File: config.mk
export PLATFORM = sky130hd
export DESIGN_NAME = qpr_sum_stage
export DESIGN_NICKNAME = d
export VERILOG_FILES = /design/src/rtl/qpr_pkg.sv /design/src/rtl/qpr_sum_stage.sv
export SDC_FILE = /design/constraint.sdc
export NUM_CORES = 1
export LEC_CHECK = 0
export BUFFER_PORTS_ARGS = -buffer_cell sky130_fd_sc_hd__buf_4
export CORE_AREA = 3 3 356 358
export CTS_CLUSTER_DIAMETER = 80
export CTS_CLUSTER_SIZE = 8
export DETAILED_ROUTE_END_ITERATION = 12
export DIE_AREA = 0 0 359 361
export GPL_ROUTABILITY_DRIVEN = 0
export GPL_TIMING_DRIVEN = 0
export RECOVER_POWER = 25
export SLEW_MARGIN = 40
export SYNTH_ARGS = -nofsm -noshare
export SYNTH_HDL_FRONTEND = slang
export SYNTH_SLANG_ARGS = --single-unit
File: constraint.sdc
create_clock -name clk_i -period 0.8 [get_ports clk_i]
set_clock_uncertainty 0.1 [all_clocks]
set_input_delay 0.08 -clock clk_i [delete_from_list [all_inputs] [get_ports clk_i]]
set_output_delay 0.08 -clock clk_i [all_outputs]
set_load 0.05 [all_outputs]
File: src/rtl/qpr_pkg.sv
// ----------------------------------------------------------------------------
// qpr_pkg
// Shared types, widths and helpers for the quaternion product and rotation
// pipeline in signed Q16.16 fixed point.
// ----------------------------------------------------------------------------
`default_nettype none

package qpr_pkg;

  localparam int DataW = 32;
  localparam int OpW   = DataW + 1;
  localparam int FracW = 16;
  localparam int TermW = 2 * OpW - FracW - 1;
  localparam int SumW  = TermW + 2;

  localparam logic signed [OpW-1:0]  OneQ   = OpW'(1) <<< FracW;
  localparam logic signed [SumW-1:0] SatMax = SumW'(signed'({1'b0, {(DataW-1){1'b1}}}));
  localparam logic signed [SumW-1:0] SatMin = SumW'(signed'({1'b1, {(DataW-1){1'b0}}}));

  typedef enum logic [1:0] {
    ACT_PRODUCT  = 2'd0,
    ACT_ROT_QUAT = 2'd1,
    ACT_ROT_VEC  = 2'd2,
    ACT_NONE     = 2'd3
  } action_e;

  typedef logic signed [OpW-1:0]   opnd_t;
  typedef logic signed [TermW-1:0] term_t;
  typedef logic signed [SumW-1:0]  sum_t;
  typedef logic signed [DataW-1:0] data_t;

  typedef struct packed {
    opnd_t x;
    opnd_t y;
    opnd_t z;
    opnd_t w;
  } quat_t;

  typedef struct packed {
    data_t x;
    data_t y;
    data_t z;
    data_t w;
  } res_t;

  typedef struct packed {
    term_t t0;
    term_t t1;
    term_t t2;
    term_t t3;
  } comp_terms_t;

  typedef struct packed {
    comp_terms_t x;
    comp_terms_t y;
    comp_terms_t z;
    comp_terms_t w;
  } terms_t;

  typedef struct packed {
    logic    valid;
    action_e action;
    logic    ovf;
  } ctl_t;

  typedef struct packed {
    logic  ovf;
    data_t val;
  } sat_t;

  function automatic sat_t sat32(input sum_t s);
    sat_t r;
    if (s > SatMax) begin
      r.ovf = 1'b1;
      r.val = data_t'(SatMax);
    end else if (s < SatMin) begin
      r.ovf = 1'b1;
      r.val = data_t'(SatMin);
    end else begin
      r.ovf = 1'b0;
      r.val = s[DataW-1:0];
    end
    return r;
  endfunction

  function automatic term_t qmul(input opnd_t a, input opnd_t b);
    logic signed [2*OpW-1:0] p;
    p = a * b;
    return p[2*OpW-2:FracW];
  endfunction

  function automatic opnd_t widen(input data_t d);
    return OpW'(d);
  endfunction

endpackage

`default_nettype wire

File: src/rtl/qpr_sum_stage.sv
// ----------------------------------------------------------------------------
// qpr_sum_stage
// Adds the signed partial products of each component, saturates to 32 bits
// and registers the result and running overflow flag; zero_i clears both.
// ----------------------------------------------------------------------------
`default_nettype none

module qpr_sum_stage (
  input  wire logic            clk_i,
  input  wire logic            rst_ni,
  input  wire qpr_pkg::ctl_t   ctl_i,
  input  wire qpr_pkg::terms_t terms_i,
  input  wire logic            skip_w_i,
  input  wire logic            zero_i,
  output qpr_pkg::ctl_t        ctl_o,
  output qpr_pkg::res_t        res_o
);
  import qpr_pkg::*;

  sum_t sx, sy, sz, sw;
  sat_t qx, qy, qz, qw;
  ctl_t ctl_d, ctl_q;
  res_t res_d, res_q;

  always_comb begin
    sx = SumW'(terms_i.x.t0) + SumW'(terms_i.x.t1) + SumW'(terms_i.x.t2)
       - SumW'(terms_i.x.t3);
    sy = SumW'(terms_i.y.t0) + SumW'(terms_i.y.t1) + SumW'(terms_i.y.t2)
       - SumW'(terms_i.y.t3);
    sz = SumW'(terms_i.z.t0) + SumW'(terms_i.z.t1) + SumW'(terms_i.z.t2)
       - SumW'(terms_i.z.t3);
    sw = SumW'(terms_i.w.t0) - SumW'(terms_i.w.t1) - SumW'(terms_i.w.t2)
       - SumW'(terms_i.w.t3);
    qx = sat32(sx);
    qy = sat32(sy);
    qz = sat32(sz);
    qw = sat32(sw);

    ctl_d = ctl_i;
    if (zero_i) begin
      res_d     = '0;
      ctl_d.ovf = 1'b0;
    end else begin
      res_d.x   = qx.val;
      res_d.y   = qy.val;
      res_d.z   = qz.val;
      res_d.w   = skip_w_i ? '0 : qw.val;
      ctl_d.ovf = ctl_i.ovf | qx.ovf | qy.ovf | qz.ovf | (qw.ovf & ~skip_w_i);
    end
  end

  always_ff @(posedge clk_i or negedge rst_ni) begin
    if (!rst_ni) begin
      ctl_q <= '0;
    end else begin
      ctl_q <= ctl_d;
    end
  end

  always_ff @(posedge clk_i) begin
    if (ctl_i.valid) begin
      res_q <= res_d;
    end
  end

  assign ctl_o = ctl_q;
  assign res_o = res_q;

endmodule

`default_nettype wire

Word-level counts from Yosys, hierarchy flattened
Cells that the tools add are included.
Cells by class
  reduce and logical (&&, ||, !) cells: 5
  order comparisons: 8
  muxes and demuxes: 9
  $add $sub $neg: 12
  bitwise operators: 6
Operators by type and width (count)
  $mux W33: 8
  $gt A51 B32 Y1 const B: 4
  $lt A51 B32 Y1 const B: 4
  $sub A51 B49 Y51: 4
  $add A50 B49 Y51: 3
  $add A49 B49 Y50: 3
  $sub A50 B49 Y51: 1
  $sub A49 B49 Y50: 1
  $reduce_or A2 Y1: 4
  $or A1 B1 Y1: 4
  $reduce_or A3 Y1: 1
  $and A1 B1 Y1: 1
  $mux W1: 1
  $not A1 Y1: 1
Word-level totals
  word-level logic and storage cells: 51
  register bits: 132
  input port bits: 792

Longest topological paths before layout
  depth after elaboration: 11
  gate-level depth with buffers: 21
  depth with buffers taken out: 19

Worst setup path before layout
Ideal clock, no wire load.
  kind: in2reg
  from: input terms_i[589] in the netlist's numbering
  to: register res_q (netlist bit res_o[113]) (data pin)
  stages on the path: 20
  path buffers: 2
  data arrival time: 4462 ps
  setup slack: -4016 ps
  data required time: 446 ps
  setup time: 254 ps
  cell sequence: inv_1 fa_1 fa_1 ha_1 inv_1 fa_1 nand2b_1 a21oi_1 o211ai_1 a2111oi_0 o31ai_1 a41oi_1 o21ai_0 nor4_1 nand4b_1 and2_1 nor2b_1 buf_2 buf_1 a21o_1
Between the ends
  word-level cells in the longest chain between the ends: 4
Ends and longest elaborated chain
  start, declared: RTL line qpr_sum_stage.sv:12  | input wire qpr_pkg::terms_t terms_i,
  $sub A51 B49 Y51 *: RTL line qpr_sum_stage.sv:27  | - SumW'(terms_i.x.t3);
  $lt A51 B32 Y1: RTL line qpr_pkg.sv:76  | end else if (s < SatMin) begin
  $mux W33: RTL line qpr_pkg.sv:76
  $mux W33 *: RTL line qpr_pkg.sv:73  | if (s > SatMax) begin
  end signal, assigned: RTL line qpr_sum_stage.sv:62  | res_q <= res_d;
  end, declared: RTL line qpr_sum_stage.sv:23  | res_t res_d, res_q;
Every way passes the cells marked *; elsewhere a longest branch is shown, timed or not.
A chain may end at the register's enable or synchronous reset.

Worst setup path after layout
  from: input terms_i[25] in the netlist's numbering
  to: register res_q (netlist bit res_o[26]) (data pin)
Between the ends
  word-level cells in the longest chain between the ends: 4
Ends and longest elaborated chain
  $sub A51 B49 Y51 *: RTL line qpr_sum_stage.sv:33  | - SumW'(terms_i.w.t3);
  $lt A51 B32 Y1: RTL line qpr_pkg.sv:76
  $mux W33: RTL line qpr_pkg.sv:76
  $mux W33 *: RTL line qpr_pkg.sv:73
Marks and branches as above.

==> summary.txt <==
Hold path
  – HP Class: input pin to flop

Clock network
  – # H-tree levels: 4
  – Clk buf depth: 2
  – CTS Buf Count: 17
  – Hold-fix buffers at CTS: 5
  – Clk sinks: 132
  – Root Buffer: clkbuf_16
  – CTS tree: yes
  – Clock transition at path regs: 80 ps

Place
  – Port-buffer cells: 922
  – Dpl hpwl: 104 mm
  – Pre-CTS setup slack: -5850 ps

Floorplan
  – Row Count: 129
  – Initial core utilization: 24.3%
  – Core ar.: 124000 um^2
  – Top-level I/O count: 924
  – Die area: 130000 um^2
  – Die height: 361 um
  – Die W: 359 um

Synth
  – Synth Area in Adders: 34.8%
  – Complex-gate fraction of the synthesized area: 19.8%
  – Register area share after synthesis: 13.1%
  – Cell count after synthesis: 3700
  – Top cells by area, synth: fa_1 (26%), inv_1 (14%), edfxtp_1 (13%), ha_1 (8.4%), a21o_1 (4.5%)
  – Cell with the most instances after synthesis: inv_1
  – Area share of the largest cell type after synthesis: 26.4%
  – Mux share of post-synthesis cell area: 0.279%
  – Flops & latches, synth: 132
  – EDFF count, synth: 128
  – Post-Syn Area: 30000 um^2
  – Area leader, netlist: fa_1
  – Async SR Flop Fraction: 3.03%
  – Synth Area per Inst: 8.11 um^2
  – Yosys cell types: 95
  – Main combinational cell family by area after synthesis: adder cells
  – Synth warnings: 0
  – XOR/XNOR Fraction of Synth Area: 4.90%
  – Synth Area in Simple Gates: 12.0%
  – Post-synth top cells: inv_1 (1080), fa_1 (396), a21oi_1 (249)
  – Post-synth net total: 5089
  – Commonest register cell after synthesis: edfxtp_1

Global route
  – Initial antenna violation count: 16
  – GRT Overall Usage: 18.2%
  – Largest net degree at the start of global routing: 48
  – First-pass GRT wire length: 182 mm
  – Total global routing overflow: 0
  – Number of global-route vias before repair: 30905

Critical path
  – Slowest CP cell: fa_1
  – Max stage delay on crit path: 540 ps
  – Critical Path Sink Type: flop
  – Crit Path Max Fanout: 5
  – CP Buf/Inv Count: 8
  – CP cell instances: buf_4 > inv_1 > fa_1 > inv_1 > fa_1 > inv_1 > ha_4 > buf_6 > nand4_4 > or3_4 > or4_4 > a211oi_4 > buf_6 > nor3_2 > nor4_2 > nand4_1 > nor4_4 > a41oi_4 > nor3_4 > buf_6 > buf_8 > a21o_1
  – Critical Path AT: 5070 ps
  – Largest delay share family, worst path: simple AND/OR/NAND/NOR gates
  – Startpoint Class: input pin
  – WS Path Type: input pin to flop
  – Worst path required time: 1070 ps

Run status
  – Failing checks: negative hold slack, negative setup slack
  – Status: finished with violations

Timing
  – Fin Hold WS: -63.5 ps
  – Final Hold Fails: 1
  – Final Setup Violations: 355
  – Minimum clock period: 4800 ps
  – Worst slew pin tran: 758 ps
  – Setup ws final: -4000 ps
  – Fin crit share: 600%
  – Slew Viols, Final: 0
  – RSZ-0062 raised after global routing: yes
  – Max_slew headroom: 49.5%
  – Max Fclk: 208 MHz

Run
  – Max_cap viols: 0

Power and ir drop
  – Power per cell area: 2840 nW/um^2
  – Static leakage power: 22.8 nW
  – Overall power: 0.128 W
  – Peak supply drop: 1.70 mV

Routing
  – Top sig layer: met4
  – Met2 Wirelength: 59.4 mm
  – M1 WL: 51.5 mm
  – Met3 routed WL: 8.99 mm
  – Post-Route WL: 123 mm
  – Routed vias/inst: 4.69
  – Vias after detailed routing: 30433
  – Avg WL per Cell: 19.0 um
  – Iter 0 DRT Violations: 2173
  – Post-route ant nets: 0
  – Drt first pass iters: 8
  – DRC: 0

Cells and area
  – Area Growth Syn to Fin: 50.5%
  – Layout cell share with drive strength beyond 1: 34.8%
  – Nets: 6218
  – Filler cells: 12631
==> worst paths after layout <==
check,from,endpoint,slack [ps],cells past startpoint
worst max-delay path,terms_i[25],res_o[26],-4000,22
worst min-delay path,ctl_i[0],ctl_o[0],-60,3
max in group asynchronous,rst_ni,ctl_o[0],50,3
min in group asynchronous,rst_ni,ctl_o[1],380,3
==> where the power goes <==
part,switching (W),internal (W),leakage [nW]
Clock,0.00396,0.00490,0.284
Combinational,0.0615,0.0450,21.3
Sequential,0.00162,0.0115,1.28
==> state kept, by name, indices dropped and copies added (netlist names) <==
register	flops
res_o	128
ctl_o	4
==> metal layers <==
layer / up-vias / track usage (%)
met5: - / 0
li1: 14239 / -
met3: 127 / 3.75
met1: 14769 / 23.4
met2: 1298 / 30.5
met4: 0 / 5.91
==> placed cells by master, fill, tap and decap left out, types with 125 or more instances in the layout <==
cell type / count
a21oi_1: 188
a21o_1: 179
inv_1: 1023
nand2_1: 203
fa_1: 379
nor2_1: 125
buf_4: 933
ha_1: 134
edfxtp_1: 128
buf_6: 212
==> timing repair <==
action                                  4_1_cts  5_1_grt
hold endpoints to repair                     43       36
endpoints found under the setup margin      261      261
gates resized for setup                     450      267
pin swaps                                   122      161
cloned                                       13        2
setup buffers                               120       76
==> per-stage QoR <==
step / area [um^2] / utilization [%] / setup TNS (ps) / cells
2_1_floorplan: 31000 / - / -462610 / 3700
3_3_place_gp: 40000 / 32.4 / -790490 / 6259
3_5_place_dp: 40100 / 32.4 / -664250 / 6262
4_1_cts: 43700 / 35.4 / -539940 / 6421
5_1_grt: 45200 / 36.5 / -589460 / 6489
6_report: 45200 / 36.5 / -557480 / 6489
==> cell type report <==
cell class / instances / area, um^2 / share of cell area, %
multi-input combinational: 2380 / 24300 / 53.7
timing repair buffer: 1132 / 9440 / 20.9
clock inverter: 15 / 178 / 0.393
clock buffer: 17 / 425 / 0.942
sequential: 132 / 3940 / 8.73
antenna: 10 / 25.0 / 0.0554
inverter: 1080 / 4090 / 9.06
tap: 1637 / 2050 / 4.53
buffer: 86 / 779 / 1.73
==> cell families (layout without fill, tap and decap cells) <==
kind of cell / count (synthesis) / after routing
buf+inv: 1188 / 2330
compound gates: 893 / 893
simple gates: 714 / 714
fa+ha+maj: 597 / 597
xor+xnor: 168 / 168
flops: 132 / 132
mux: 8 / 8
other cells: 0 / 10
No activity file was read; power rests on OpenSTA's default activity.
